## src/hw/rtl/kche_pkg.sv

```systemverilog
// shared types, constants and sizes of the key click/hold event detector
package kche_pkg;

  // number of keys tracked and the width of a key address
  localparam int NUM_KEYS = 16;
  localparam int KEY_W    = 4;
  localparam int ADDR_W   = (NUM_KEYS > 1) ? $clog2(NUM_KEYS) : 1;

  // events one sample can raise at most
  localparam int MAX_EV = 3;

  // configuration register indexes
  localparam int CFG_IDX_W = 3;
  localparam int CFG_DATA_W = 16;
  typedef enum logic [CFG_IDX_W-1:0] {
    REG_POLL_PERIOD     = 3'd0,
    REG_CLICK_THRESHOLD = 3'd1,
    REG_HOLD_THRESHOLD  = 3'd2,
    REG_REPEAT_PERIOD   = 3'd3,
    REG_GAP_THRESHOLD   = 3'd4
  } reg_idx_t;

  // reset values of the configuration registers
  localparam logic [7:0]  POLL_PERIOD_RST     = 8'd1;
  localparam logic [15:0] CLICK_THRESHOLD_RST = 16'd20;
  localparam logic [15:0] HOLD_THRESHOLD_RST  = 16'd1000;
  localparam logic [15:0] REPEAT_PERIOD_RST   = 16'd200;
  localparam logic [15:0] GAP_THRESHOLD_RST   = 16'd200;

  // per-key mode
  typedef enum logic [2:0] {
    MODE_RELEASED    = 3'd0,
    MODE_PRE_PRESS   = 3'd1,
    MODE_PRE_LONG    = 3'd2,
    MODE_LONG_HOLD   = 3'd3,
    MODE_MULTI_CLICK = 3'd4
  } mode_t;

  // event codes
  typedef enum logic [2:0] {
    EV_PRESS       = 3'd0,
    EV_FIRST_LONG  = 3'd1,
    EV_HOLD_REPEAT = 3'd2,
    EV_LONG_END    = 3'd3,
    EV_MULTI_CLICK = 3'd4,
    EV_RELEASE     = 3'd5
  } ev_code_t;

  // one key's stored entry; all zero is the reset state
  typedef struct packed {
    mode_t       mode;
    logic [15:0] press;
    logic [15:0] gap;
    logic [15:0] rep;
    logic [7:0]  clicks;
    logic [15:0] held;
  } entry_t;

  localparam int ENTRY_W = $bits(entry_t);

  // configuration as seen by the update logic
  typedef struct packed {
    logic [7:0]  poll_period;
    logic [15:0] click_threshold;
    logic [15:0] hold_threshold;
    logic [15:0] repeat_period;
    logic [15:0] gap_threshold;
  } cfg_t;

  // events raised by one sample
  typedef struct packed {
    logic [1:0]              num;
    logic [MAX_EV-1:0][2:0]  codes;
    logic [7:0]              clicks;
    logic [15:0]             held;
  } ev_list_t;

endpackage

```

## src/hw/rtl/kche_ram.sv

```systemverilog
// generic single-write, single-read ram with registered read data
module kche_ram #(
  parameter int WIDTH = 8,
  parameter int DEPTH = 16
) (
  input  logic                                   clk,
  input  logic                                   we,
  input  logic [((DEPTH > 1) ? $clog2(DEPTH) : 1)-1:0] waddr,
  input  logic [WIDTH-1:0]                       wdata,
  input  logic                                   re,
  input  logic [((DEPTH > 1) ? $clog2(DEPTH) : 1)-1:0] raddr,
  output logic [WIDTH-1:0]                       rdata
);

  logic [WIDTH-1:0] mem [DEPTH];

  // write port, read port returns the old contents on a collision
  always_ff @(posedge clk) begin
    if (we) begin
      mem[waddr] <= wdata;
    end
    if (re) begin
      rdata <= mem[raddr];
    end
  end

endmodule

```

## src/hw/rtl/kche_step.sv

```systemverilog
// next-state and event logic for one sample of one key
module kche_step (
  input  kche_pkg::entry_t   cur,
  input  logic               pressed,
  input  kche_pkg::cfg_t     cfg,
  output kche_pkg::entry_t   nxt,
  output kche_pkg::ev_list_t ev
);

  logic [16:0] press_sum;
  logic [16:0] gap_sum;
  logic [15:0] press_inc;
  logic [15:0] gap_inc;
  logic [15:0] poll_ext;

  // saturating timer advances
  assign poll_ext  = {8'd0, cfg.poll_period};
  assign press_sum = {1'b0, cur.press} + {1'b0, poll_ext};
  assign gap_sum   = {1'b0, cur.gap} + {1'b0, poll_ext};
  assign press_inc = press_sum[16] ? 16'hFFFF : press_sum[15:0];
  assign gap_inc   = gap_sum[16] ? 16'hFFFF : gap_sum[15:0];

  // per-key state machine
  always_comb begin
    nxt = cur;
    ev  = '0;

    nxt.press = pressed ? press_inc : 16'd0;
    if (!pressed && (cur.mode == kche_pkg::MODE_LONG_HOLD)) begin
      nxt.held = cur.press;
    end
    nxt.gap = (cur.mode == kche_pkg::MODE_MULTI_CLICK) ? gap_inc : 16'd0;
    ev.held   = nxt.held;
    ev.clicks = cur.clicks;

    unique case (cur.mode)
      kche_pkg::MODE_RELEASED: begin
        nxt.clicks = 8'd0;
        if (pressed) begin
          nxt.mode = kche_pkg::MODE_PRE_PRESS;
        end
      end
      kche_pkg::MODE_PRE_PRESS: begin
        if (!pressed) begin
          nxt.mode = kche_pkg::MODE_RELEASED;
        end else if (nxt.press > cfg.click_threshold) begin
          nxt.mode     = kche_pkg::MODE_PRE_LONG;
          ev.codes[0]  = kche_pkg::EV_PRESS;
          ev.num       = 2'd1;
        end
      end
      kche_pkg::MODE_PRE_LONG: begin
        if (!pressed) begin
          nxt.mode = kche_pkg::MODE_MULTI_CLICK;
          if (cur.clicks != 8'hFF) begin
            nxt.clicks = cur.clicks + 8'd1;
          end
        end else if (nxt.press > cfg.hold_threshold) begin
          nxt.mode    = kche_pkg::MODE_LONG_HOLD;
          nxt.rep     = cfg.repeat_period;
          ev.codes[0] = kche_pkg::EV_FIRST_LONG;
          ev.num      = 2'd1;
        end
      end
      kche_pkg::MODE_LONG_HOLD: begin
        // repeat timer counts down to zero, reload and fire on zero
        if (cur.rep != 16'd0) begin
          nxt.rep = (cur.rep > poll_ext) ? (cur.rep - poll_ext) : 16'd0;
        end else begin
          nxt.rep     = cfg.repeat_period;
          ev.codes[0] = kche_pkg::EV_HOLD_REPEAT;
          ev.num      = 2'd1;
        end
        if (!pressed) begin
          nxt.mode = kche_pkg::MODE_RELEASED;
          if (cur.rep != 16'd0) begin
            ev.codes[0] = kche_pkg::EV_LONG_END;
            ev.codes[1] = kche_pkg::EV_RELEASE;
            ev.num      = 2'd2;
          end else begin
            ev.codes[1] = kche_pkg::EV_LONG_END;
            ev.codes[2] = kche_pkg::EV_RELEASE;
            ev.num      = 2'd3;
          end
        end
      end
      kche_pkg::MODE_MULTI_CLICK: begin
        if (nxt.gap > cfg.gap_threshold) begin
          nxt.mode    = kche_pkg::MODE_RELEASED;
          ev.codes[0] = kche_pkg::EV_MULTI_CLICK;
          ev.codes[1] = kche_pkg::EV_RELEASE;
          ev.num      = 2'd2;
        end else if (nxt.press > cfg.click_threshold) begin
          nxt.mode = kche_pkg::MODE_PRE_LONG;
        end
      end
      default: begin
        nxt.mode = kche_pkg::MODE_RELEASED;
      end
    endcase
  end

endmodule

```

## src/hw/rtl/key_click_hold_event_fsm.sv

```systemverilog
// top level of the key click/hold event detector: key state ram, update and event queue
//
//  channel | signals                                             | direction
//  --------+-----------------------------------------------------+----------
//  sample  | in_valid, in_stall, key_index, pressed              | in
//  event   | out_valid, out_stall, event_key, event_code,        | out
//          | click_count, hold_time, last                        |
//  config  | wr_en, wr_index, wr_data                            | in
//
// a sample is read from the key ram in the cycle it is accepted and written back as it
// advances; a same-key sample right behind takes the written entry by forwarding. with
// out_stall low, samples of at most one event each go in, and events go out, one per
// cycle; a sample raising n events holds the queue till the last is taken. reset clears
// per-key valid bits at once, no clearing pass; an invalid key reads as released with
// zero timers. out_stall backs up into in_stall through the event queue.
module key_click_hold_event_fsm (
  input  logic                           clk,
  input  logic                           rst,
  input  logic                           in_valid,
  output logic                           in_stall,
  input  logic [kche_pkg::KEY_W-1:0]     key_index,
  input  logic                           pressed,
  output logic                           out_valid,
  input  logic                           out_stall,
  output logic [kche_pkg::KEY_W-1:0]     event_key,
  output logic [2:0]                     event_code,
  output logic [7:0]                     click_count,
  output logic [15:0]                    hold_time,
  output logic                           last,
  input  logic                           wr_en,
  input  logic [kche_pkg::CFG_IDX_W-1:0] wr_index,
  input  logic [kche_pkg::CFG_DATA_W-1:0] wr_data
);

  kche_pkg::cfg_t cfg;

  logic                                in_acc;
  logic                                key_ok;
  logic [kche_pkg::ADDR_W-1:0]         in_addr;
  logic [kche_pkg::NUM_KEYS-1:0]       ent_valid;

  logic                                s1_valid;
  logic [kche_pkg::ADDR_W-1:0]         s1_addr;
  logic [kche_pkg::KEY_W-1:0]          s1_key;
  logic                                s1_pressed;
  logic                                s1_vbit;
  logic                                s1_fwd;
  kche_pkg::entry_t                    s1_fwd_data;
  logic [kche_pkg::ENTRY_W-1:0]        ram_rdata;
  kche_pkg::entry_t                    cur;
  kche_pkg::entry_t                    nxt;
  kche_pkg::ev_list_t                  ev;
  logic                                s1_adv;

  logic [1:0]                          s2_cnt;
  logic [1:0]                          s2_idx;
  logic [kche_pkg::KEY_W-1:0]          s2_key;
  logic [kche_pkg::MAX_EV-1:0][2:0]    s2_codes;
  logic [7:0]                          s2_clicks;
  logic [15:0]                         s2_held;
  logic                                out_acc;
  logic                                s2_done;
  logic                                s2_free;

  function automatic logic [kche_pkg::ADDR_W-1:0] in_addr_of(
    input logic [kche_pkg::KEY_W-1:0] k
  );
    return k[kche_pkg::ADDR_W-1:0];
  endfunction

  // configuration registers
  always_ff @(posedge clk) begin
    if (rst) begin
      cfg.poll_period     <= kche_pkg::POLL_PERIOD_RST;
      cfg.click_threshold <= kche_pkg::CLICK_THRESHOLD_RST;
      cfg.hold_threshold  <= kche_pkg::HOLD_THRESHOLD_RST;
      cfg.repeat_period   <= kche_pkg::REPEAT_PERIOD_RST;
      cfg.gap_threshold   <= kche_pkg::GAP_THRESHOLD_RST;
    end else if (wr_en) begin
      unique case (wr_index)
        kche_pkg::REG_POLL_PERIOD:     cfg.poll_period     <= wr_data[7:0];
        kche_pkg::REG_CLICK_THRESHOLD: cfg.click_threshold <= wr_data;
        kche_pkg::REG_HOLD_THRESHOLD:  cfg.hold_threshold  <= wr_data;
        kche_pkg::REG_REPEAT_PERIOD:   cfg.repeat_period   <= wr_data;
        kche_pkg::REG_GAP_THRESHOLD:   cfg.gap_threshold   <= wr_data;
        default: begin
        end
      endcase
    end
  end

  // request handshakes and pipeline advance
  assign in_addr  = in_addr_of(key_index);
  assign key_ok   = {1'b0, key_index} < (kche_pkg::KEY_W + 1)'(kche_pkg::NUM_KEYS);
  assign out_valid = (s2_cnt != 2'd0);
  assign out_acc  = out_valid && !out_stall;
  assign last     = (s2_idx == (s2_cnt - 2'd1));
  assign s2_done  = out_acc && last;
  assign s2_free  = (s2_cnt == 2'd0) || s2_done;
  assign s1_adv   = s1_valid && ((ev.num == 2'd0) || s2_free);
  assign in_stall = s1_valid && !s1_adv;
  assign in_acc   = in_valid && !in_stall;

  // key state ram
  kche_ram #(
    .WIDTH (kche_pkg::ENTRY_W),
    .DEPTH (kche_pkg::NUM_KEYS)
  ) u_ram (
    .clk   (clk),
    .we    (s1_adv),
    .waddr (s1_addr),
    .wdata (nxt),
    .re    (in_acc),
    .raddr (in_addr),
    .rdata (ram_rdata)
  );

  // per-key written flags
  always_ff @(posedge clk) begin
    if (rst) begin
      ent_valid <= '0;
    end else if (s1_adv) begin
      ent_valid[s1_addr] <= 1'b1;
    end
  end

  // read stage: capture the sample, its written flag and a forward of a same-key write
  always_ff @(posedge clk) begin
    if (rst) begin
      s1_valid <= 1'b0;
    end else if (in_acc) begin
      s1_valid <= key_ok;
    end else if (s1_adv) begin
      s1_valid <= 1'b0;
    end
  end

  always_ff @(posedge clk) begin
    if (in_acc) begin
      s1_addr     <= in_addr;
      s1_key      <= key_index;
      s1_pressed  <= pressed;
      s1_vbit     <= ent_valid[in_addr];
      s1_fwd      <= s1_adv && (s1_addr == in_addr);
      s1_fwd_data <= nxt;
    end
  end

  // entry as it stands before this sample
  always_comb begin
    if (s1_fwd) begin
      cur = s1_fwd_data;
    end else if (s1_vbit) begin
      cur = kche_pkg::entry_t'(ram_rdata);
    end else begin
      cur = kche_pkg::entry_t'('0);
    end
  end

  kche_step u_step (
    .cur     (cur),
    .pressed (s1_pressed),
    .cfg     (cfg),
    .nxt     (nxt),
    .ev      (ev)
  );

  // event queue: holds one sample's events, drains one per cycle while out_stall is low
  always_ff @(posedge clk) begin
    if (rst) begin
      s2_cnt <= 2'd0;
      s2_idx <= 2'd0;
    end else if (s1_adv && (ev.num != 2'd0)) begin
      s2_cnt <= ev.num;
      s2_idx <= 2'd0;
    end else if (s2_done) begin
      s2_cnt <= 2'd0;
      s2_idx <= 2'd0;
    end else if (out_acc) begin
      s2_idx <= s2_idx + 2'd1;
    end
  end

  always_ff @(posedge clk) begin
    if (s1_adv && (ev.num != 2'd0)) begin
      s2_key    <= s1_key;
      s2_codes  <= ev.codes;
      s2_clicks <= ev.clicks;
      s2_held   <= ev.held;
    end
  end

  // event fields
  assign event_key   = s2_key;
  assign event_code  = s2_codes[s2_idx];
  assign click_count = (event_code == kche_pkg::EV_MULTI_CLICK) ? s2_clicks : 8'd0;
  assign hold_time   = (event_code == kche_pkg::EV_LONG_END) ? s2_held : 16'd0;

endmodule

```

## config.mk

```make
export PLATFORM = sky130hd
export DESIGN_NAME = key_click_hold_event_fsm
export DESIGN_NICKNAME = d
export VERILOG_FILES = /design/src/hw/rtl/kche_pkg.sv /design/src/hw/rtl/kche_ram.sv /design/src/hw/rtl/kche_step.sv /design/src/hw/rtl/key_click_hold_event_fsm.sv
export SDC_FILE = /design/constraint.sdc
export NUM_CORES = 1
export LEC_CHECK = 0
export CORE_ASPECT_RATIO = 1.2
export CORE_MARGIN = 10
export CORE_UTILIZATION = 30
export CTS_CLUSTER_SIZE = 28
export DETAILED_ROUTE_END_ITERATION = 6
export DONT_BUFFER_PORTS = 1
export PLACE_DENSITY_LB_ADDON = 0.15
export SYNTH_ARGS = -nofsm -noshare
export SYNTH_HDL_FRONTEND = slang
export SYNTH_SLANG_ARGS = --single-unit
```

## constraint.sdc

```tcl
create_clock -name clk -period 17.14 [get_ports clk]
set_input_delay 1.714 -clock clk [delete_from_list [all_inputs] [get_ports clk]]
set_output_delay 1.714 -clock clk [all_outputs]
set_load 0.05 [all_outputs]
```

## Word-level counts from Yosys, hierarchy flattened

Memory sizes are Yosys's and may differ from the RTL's. A register that Yosys moved wholly into a read port is not among the register bits.
Index checks and enable logic that the tools add are counted.

| storage, ports and cells | value |
|---|---|
| bits in writable memories | 1200 |
| bits of input ports | 29 |
| logic and storage cells | 141 |
| memories kept | 1 |
| output and inout port bits | 34 |
| register bits | 212 |

Memory list:

| memory | depth | bits a word | read ports | clocked after Yosys merged registers in | write ports | RTL line | RTL |
|---|---|---|---|---|---|---|---|
| u_ram.mem | 16 | 75 | 1 | 1 | 1 | kche_ram.sv:15 | `logic [WIDTH-1:0] mem [DEPTH];` |

| cells by class | value |
|---|---|
| add/sub/neg operators | 6 |
| mux-type cells | 55 |
| bitwise operators | 2 |
| reductions and logical operators | 31 |
| $lt $le $gt $ge | 8 |
| eq/ne operators | 13 |

Operators with widths:

| kind | count |
|---|---|
| $mux W16 | 10 |
| $mux W75 | 2 |
| $gt A16 B16 Y1 | 3 |
| $add A16 B8 Y17 | 2 |
| $mux W3 | 11 |
| $pmux W16 S2 | 1 |
| $mux W8 | 3 |
| $gt A16 B8 Y1 | 1 |
| $or A16 B16 Y16 | 1 |
| $pmux W8 S2 | 1 |
| $reduce_bool A16 Y1 | 1 |
| $sub A16 B8 Y16 | 1 |
| $eq A3 B2 Y1 const B | 5 |
| $pmux W3 S5 | 1 |
| $mux W1 | 13 |
| $mux W11 | 1 |
| $lt A4 B5 Y1 const B | 2 |
| $mux W2 | 5 |
| $reduce_and A2 Y1 | 5 |
| $eq A3 B3 Y1 const B | 3 |
| $logic_and A1 B1 Y1 | 9 |
| $pmux W3 S3 | 1 |
| $add A8 B1 Y8 const B | 1 |
| $ne A8 B8 Y1 const B | 1 |
| 21 further kinds | 31 |

## Depth between registers and ports, before layout

Gate-level depths: netlist of the first run.

| logic depth | value |
|---|---|
| word-level depth | 17 |
| depth in mapped cells | 27 |
| mapped depth without buffers | 21 |

## Cells and area by module

From an unflattened synthesis of the first run, not the netlist that was laid out.

| second synthesis, totals | value |
|---|---|
| cells, all modules | 3219 |
| area, all modules | 59370.7 µm² |

Modules (own cells, without submodules):

| module | instances | cells each | area an instance (µm²) | seq. area each (µm²) |
|---|---|---|---|---|
| kche_ram | 1 | 1926 | 47070.1 | 38286.7 |
| key_click_hold_event_fsm | 1 | 684 | 8179.1 | 5435.2 |
| kche_step | 1 | 609 | 4121.5 | 0.0 |

## Worst setup path before layout of the first run

No wires, ideal clock.

| timing | value |
|---|---|
| path type | reg2reg |
| from | reg s1_fwd |
| to | mem u_ram.mem[0][0] in the netlist's numbering (enable) |
| stages on the path, launching flop included | 27 |
| period minus slack after synthesis | 15033 ps |
| arrival | 14340 ps |
| slack | 2107 ps |
| data required time | 16447 ps |
| path buffers | 6 |
| library setup time | 693 ps |
| path through | edfxtp_1 nor2b_1 buf_4 clkbuf_1 buf_2 clkbuf_1 buf_1 a22o_1 ha_1 inv_1 fa_1 nor2b_1 o21ai_0 a21boi_0 o21ai_0 a211oi_1 nor2_1 a2111oi_0 ha_1 nand3_1 nor3_1 a221o_1 o31ai_1 nand2_1 o41a_1 buf_2 nor4_1 |

RTL lines:

| item | RTL line | RTL |
|---|---|---|
| from (decl) | key_click_hold_event_fsm.sv:47 | `logic s1_fwd;` |
| from (signal assigned) | key_click_hold_event_fsm.sv:144 | `s1_fwd <= s1_adv && (s1_addr == in_addr);` |
| to (decl) | kche_ram.sv:15 |  |

==> impl_metrics.csv, run 1 <==
group,metric,value,unit
global_routing,grt_pass1_vias,31500,
synth,syn_area,59300,µm²
clock_network,numCtsBuffers,152,
clock_network,cts_tree,"done",
power,power,7.85,mW
setup_path,rrSetupSlack,6.20,ns
clock_network,root_buffer,"clkbuf_16",
global_routing,antenna_found_initial,3,
outcome,status,"finished, final reports clean",
global_routing,grt_start_max_net_pins,307,
clock_network,path_clk_slew,0.06,ns
layout,area_delta_synth_final,14.6,%
synth,ys_ff_latch,1485,
placement,portBuffers,0,
detailed_routing,wl_per_cell,28.2,µm
sta,finalSetupTns,0,ns
setup_path,cp-start-kind,"flip-flop",
detailed_routing,avgViaCountPerCell,5.05,
synth,synth_edf_count,1392,
placement,place_area,63000,µm²
detailed_routing,dr.pass1.iters,5,
global_routing,grt_util_all_layers,15.2,%
power,cellPowerDensity,115,nW/µm²
detailed_routing,wl,166000,µm
sta,finalHoldViolations,0,
setup_path,worst_setup_path_end_kind,"output port",
clock_network,htreeDepth,4,
sta,setup_viol,0,
sta,drv_slew,0,
floorplan,coreArea,196000,µm²
sta,holdWs,0.456,ns
detailed_routing,vias,29800,
layout,final_nets,3277,
setup_path,arrival,9.48,ns
power,ir_worst_vdd,0.0760,mV
sta,period_share,65.3,%
run,drv_cap,0,
placement,place.gp.congestion,0.829,
synth,synth.avg_cell_area,19.3,µm²
global_routing,grt_pass1_wl,238000,µm
clock_network,clk_latency,0.80,ns
synth,syn-num-nets,3178,
layout,drive_gt1_share,23.3,%
setup_path,path_class,"flip-flop to output port",
synth,synth.most_common_cell,"edfxtp_1",
synth,synth.top_cells.by_area,"edfxtp_1 (70%), mux4_2 (14%), dfxtp_1 (3.1%)",
min_path,min_path_type,"flip-flop to flip-flop",
floorplan,die_y,507,µm
synth,synthCells,3072,
floorplan,ios,63,
clock_network,cts.hold.buffers_added,0,
synth,ys_seq_area_share,73.6,%
sta,rsz0062_at_grt,"false",
synth,yosysWarningCount,0,
global_routing,overflow,0,
sta,period_needed,11.19,ns
clock_network,post_cts_buffers,0,
layout,n_fill_cell,18400,
power,power.static_leakage,21.7,nW
synth,synthDistinctLibCells,73,
synth,synth_top_area_share,70.4,%
clock_network,clock_sinks,1485,
placement,place_inst,5621,
floorplan,start_util,30.2,%
detailed_routing,first_iter_violations,2221,
floorplan,die_w,426,µm
layout,final_cell_count_no_fill,5905,
setup_path,worstPathMaxFanout,67,
synth,synth_common_cells,"edfxtp_1 (1,392), mux4_2 (380), nand2_1 (210)",
clock_network,cts_max_path_buffers,3,
sta,fmax,89.4,MHz
synth,synthFlopType,"edfxtp_1",
synth,async_flop_share,0,%
clock_network,cts-resized-gates,0,
floorplan,dieArea,216000,µm²
synth,synth_top_cell_by_area,"edfxtp_1",
layout,design_area,68000,µm²
sta,relSlewSlack,9.27,%
sta,finalClockSkew,0.0265,ns
detailed_routing,drcViolationCount,0,
sta,tightest_slew,1.36,ns
setup_path,cp.required,15.43,ns
detailed_routing,antenna_left,0,
placement,hpwl,92000,µm
floorplan,rows,178,
-- path summary, 6_finish.rpt --
path | start | to | cells after the start
worst max register to register | s1_fwd | u_ram.mem[8][7] | 23
worst max-delay path | s1_fwd | in_stall | 22
worst min register to register | cfg[54] | cfg[54] | 2
worst min-delay path | cfg[54] | cfg[54] | 2
-- cell usage in the layout (no fill, tap or decap), types with 8 or more instances in the layout --
cell / n
o21ai_1: 14
clkinv_1: 33
nor2b_1: 11
and3_1: 8
buf_4: 93
inv_1: 90
nor2_1: 59
bufinv_16: 11
a21o_1: 10
a221oi_1: 16
xor2_1: 20
nor3_1: 16
nand3b_1: 18
a22oi_1: 31
dfxtp_1: 93
mux4_2: 380
a21oi_1: 126
nand2b_1: 21
clkbuf_16: 154
a22o_1: 27
edfxtp_1: 1392
clkinv_2: 24
inv_6: 9
and2_1: 34
nand4_1: 13
clkinvlp_4: 11
nor4_1: 10
clkbuf_1: 25
o21ai_0: 38
nand2_1: 210
nand3_1: 19
ha_1: 74
o41ai_2: 10
nor3_2: 12
xnor2_1: 16
-- layer usage --
metal,wire length [µm],global-route usage (%),vias to the layer above
li1,-,-,12800
met3,5490,1.97,222
met2,88900,27.7,675
met1,66900,18.4,16100
met5,0,0,-
met4,5140,5.12,0
-- cell type report --
cell class | count | area, µm² | area share [%]
inverters | 91 | 342 | 0.502
diodes | 1 | 2.50 | 0.00368
well taps | 2610 | 3270 | 4.80
multi-input cells | 1337 | 14900 | 22.0
repair buffers | 104 | 951 | 1.40
flip-flops and latches | 1485 | 43700 | 64.2
clock inverters | 97 | 883 | 1.30
clock buffers | 180 | 3960 | 5.83
-- state kept, by name, indices dropped and copies added (netlist names), 4 cells and up --
signal / flops
ent_valid: 16
s1_key: 4
s2_clicks: 8
u_ram.mem: 1200
s2_codes: 7
s1_fwd_data: 75
cfg: 72
event_key: 4
u_ram.rdata: 75
s2_held: 16
-- power by group --
part | internal [mW] | total (mW) | switching (mW)
registers | 4.08 | 4.11 | 0.0325
logic | 0.178 | 0.483 | 0.306
clock network | 1.83 | 3.25 | 1.42
total | 6.09 | 7.85 | 1.76
-- logic make-up (layout without fill, tap and decap cells) --
group                    Yosys count  in the layout  synth area share (%)
adder cells (fa/ha/maj)           77             77                  1.66
multiplexers                     387            387                  14.5
buffers and inverters            250            472                  1.63
AO/OA/AOI/OAI                    369            369                  4.27
other                              0              1                     0
AND/OR/NAND/NOR                  468            468                  3.79
XOR/XNOR                          36             36                 0.531
flip-flops                      1485           1485                  73.6
-- critical path, stage by stage, from the launching register on --
cell and delay [ns]:
edfxtp_1 0.35, buf_4 0.32, nor2b_4 0.70, buf_4 0.67, a22o_1 0.25, inv_1 0.06, fa_1 0.40, nor2b_1 0.13
o21ai_0 0.11, a21boi_0 0.20, o21ai_0 0.20, a211oi_1 0.73, nand2_1 0.52, a21oi_1 1.17, ha_1 0.43, nand3_1 0.13
nor3_1 0.07, a221o_1 0.36, o31ai_1 0.68, inv_1 0.13, nor2_1 0.36, a31o_2 0.27, inv_1 0.24
-- stage by stage --
step	utilization, %	setup slack [ns]
2_1_floorplan	-	2.11
3_3_place_gp	32.1	6.31
5_1_grt	34.6	5.28
3_5_place_dp	32.1	6.22
4_1_cts	34.5	5.94
6_report	34.6	5.95
No activity file was read; power rests on OpenSTA's default activity.
==> run 2: changes to the inputs <==
==> constraint.sdc (replaced) <==
create_clock -name clk -period 10.25 [get_ports clk]
set_input_delay 1.025 -clock clk [delete_from_list [all_inputs] [get_ports clk]]
set_output_delay 1.025 -clock clk [all_outputs]
set_load 0.05 [all_outputs]
==> run 2 against run 1 <==
Compared with the run above:
- the flow now finishes with violations (max-slew violations)
- cell count is 0.49% higher
- die area stayed put
- sequential share of layout area is 0.39 points lower
- setup slack worse by 4.5 ns
- core utilization is 0.21 points higher
- clock power is 73% higher
- first-iteration DRC count is 29% higher
- highest routed layer unchanged
==> impl_metrics.csv, run 2 (synthesis gave the netlist of run 1 again) <==
group,metric,value,unit
setup_path,regToRegStartpoint,"s1_fwd",
floorplan,start_util,30.2,%
run,drv_cap,0,
global_routing,grt_pass1_vias,31200,
layout,seq_area,43700,µm²
sta,finalSetupTns,0,ns
floorplan,ios,63,
setup_path,cp-start-kind,"flip-flop",
sta,finalHoldViolations,0,
sta,drv_slew,509,
detailed_routing,wl,178000,µm
sta,period_share,85.6,%
clock_network,path_clk_slew,0.06,ns
sta,tightest_slew,2.21,ns
detailed_routing,drcViolationCount,0,
detailed_routing,wl_per_cell,30.0,µm
global_routing,grt_util_all_layers,16.3,%
floorplan,dieArea,216000,µm²
global_routing,antenna_found_initial,18,
setup_path,reg2reg_to,"u_ram.mem[0][20]",
setup_path,path_class,"flip-flop to output port",
setup_path,cp.required,9.23,ns
min_path,min_to,"cfg[30]",
setup_path,arrival,7.75,ns
layout,reg_top3,"u_ram.mem: 1200 flops, s1_fwd_data: 75 flops, u_ram.rdata: 75 flops",
setup_path,cp_num_buf_inv,3,
layout,largest_register,"u_ram.mem",
clock_network,numCtsBuffers,158,
layout,multiInputGateArea,15100,µm²
detailed_routing,first_iter_violations,2856,
global_routing,overflow,0,
layout,final_cell_mix,"edfxtp_1 (1,392), mux4_2 (380), nand2_1 (210), clkbuf_16 (159), a21oi_1 (127)",
clock_network,clk_latency,0.83,ns
placement,place.gp.congestion,0.847,
setup_path,rrSetupSlack,1.50,ns
sta,fmax,114,MHz
clock_network,htreeDepth,4,
detailed_routing,avgViaCountPerCell,5.14,
layout,drive_gt1_share,23.7,%
sta,rsz0062_at_grt,"false",
sta,relSlewSlack,-47.2,%
floorplan,die_y,507,µm
sta,setup_viol,0,
placement,portBuffers,0,
clock_network,cts_tree,"done",
min_path,min_path_type,"input port to flip-flop",
floorplan,die_w,426,µm
power,cellPowerDensity,195,nW/µm²
layout,largest_reg_flops,1200,
setup_path,worstPathCellList,"buf_4, a22oi_1, fa_1, nor2b_1, o21ai_0, a21boi_0, o21ai_0, a211oi_2, nand3_1, a21oi_1, buf_4, ha_1, a211oi_1, o21ai_1, a211o_1, a211oi_1, a2bb2oi_1, a31o_2, inv_1",
setup_path,crit_slowest_cell,"buf_4",
detailed_routing,antenna_left,0,
power,power,13.3,mW
clock_network,cts.hold.buffers_added,0,
global_routing,grt_pass1_wl,250000,µm
global_routing,grt_start_max_net_pins,307,
setup_path,cpPeakStageDelay,0.71,ns
outcome,failed_checks,"max-slew violations",
sta,finalClockSkew,0.0497,ns
clock_network,cts_max_path_buffers,3,
setup_path,crit_family,"compound AO/OA/AOI/OAI gates",
detailed_routing,dr.pass1.iters,5,
placement,hpwl,111000,µm
sta,period_needed,8.77,ns
power,power.static_leakage,21.9,nW
clock_network,root_buffer,"clkbuf_16",
min_path,min_path_cells,1,
clock_network,post_cts_buffers,0,
setup_path,rr_worst_depth,21,
setup_path,worst_setup_path_end_kind,"output port",
layout,n_fill_cell,18300,
layout,area_delta_synth_final,15.3,%
power,ir_worst_vdd,0.132,mV
layout,final_common_cell,"edfxtp_1",
layout,final_nets,3295,
floorplan,coreArea,196000,µm²
detailed_routing,vias,30500,
clock_network,clock_sinks,1485,
floorplan,rows,178,
setup_path,worstPathMaxFanout,69,
outcome,status,"finished, violations left",
min_path,holdCritStartpoint,"rst",
clock_network,cts-resized-gates,0,
## run 2: stage by stage
stage / instance area, µm² / cells / hold slack, ns / worst slack (ns) / utilization, %
after floorplan: 59400 / 3072 / 0.422 / -1.70 / -
after global placement: 63300 / 5639 / 0.436 / 1.77 / 32.2
after detailed placement: 63300 / 5639 / 0.444 / 1.58 / 32.2
after CTS: 68400 / 5929 / 0.218 / 1.42 / 34.8
after global routing: 68400 / 5932 / 0.250 / 0.967 / 34.8
final: 68400 / 5934 / 0.295 / 1.48 / 34.8
## run 2: routing by layer
metal / part of all wire (%) / wire (µm) / global-route usage (%) / vias to the layer above
met4: 3.3 / 5810 / 5.33 / 0
met2: 50 / 88700 / 27.3 / 873
li1: - / - / - / 12800
met1: 43 / 75800 / 21.5 / 16600
met5: 0 / 0 / 0 / -
met3: 4.3 / 7670 / 2.41 / 232
## run 2: worst max path at each step
stage / start / slack [ns] / cells after the start / endpoint
2_1_floorplan: s1_fwd / -1.70 / 26 / u_ram.mem[12][0]
3_3_place_gp: s1_vbit / 1.77 / 23 / u_ram.mem[0][18]
3_5_place_dp: s1_vbit / 1.58 / 23 / u_ram.mem[0][19]
4_1_cts: s1_vbit / 1.42 / 21 / in_stall
5_1_grt: s1_fwd / 0.97 / 21 / u_ram.mem[0][16]
6_report: s1_fwd / 1.48 / 19 / in_stall
## run 2: area by class of cell
type	count	area share (%)
Antenna cell	5	0.0183
Tap cell	2610	4.77
Sequential cell	1485	63.8
Timing Repair Buffer	116	1.46
Clock inverter	101	1.44
Clock buffer	189	5.98
Inverter	91	0.499
Multi-Input combinational cell	1337	22.0
## run 2: power by group
part           internal [mW]  switching (mW)  total (mW)
logic                  0.316           0.516       0.832
clock network           3.12            2.50        5.62
registers               6.82          0.0525        6.87
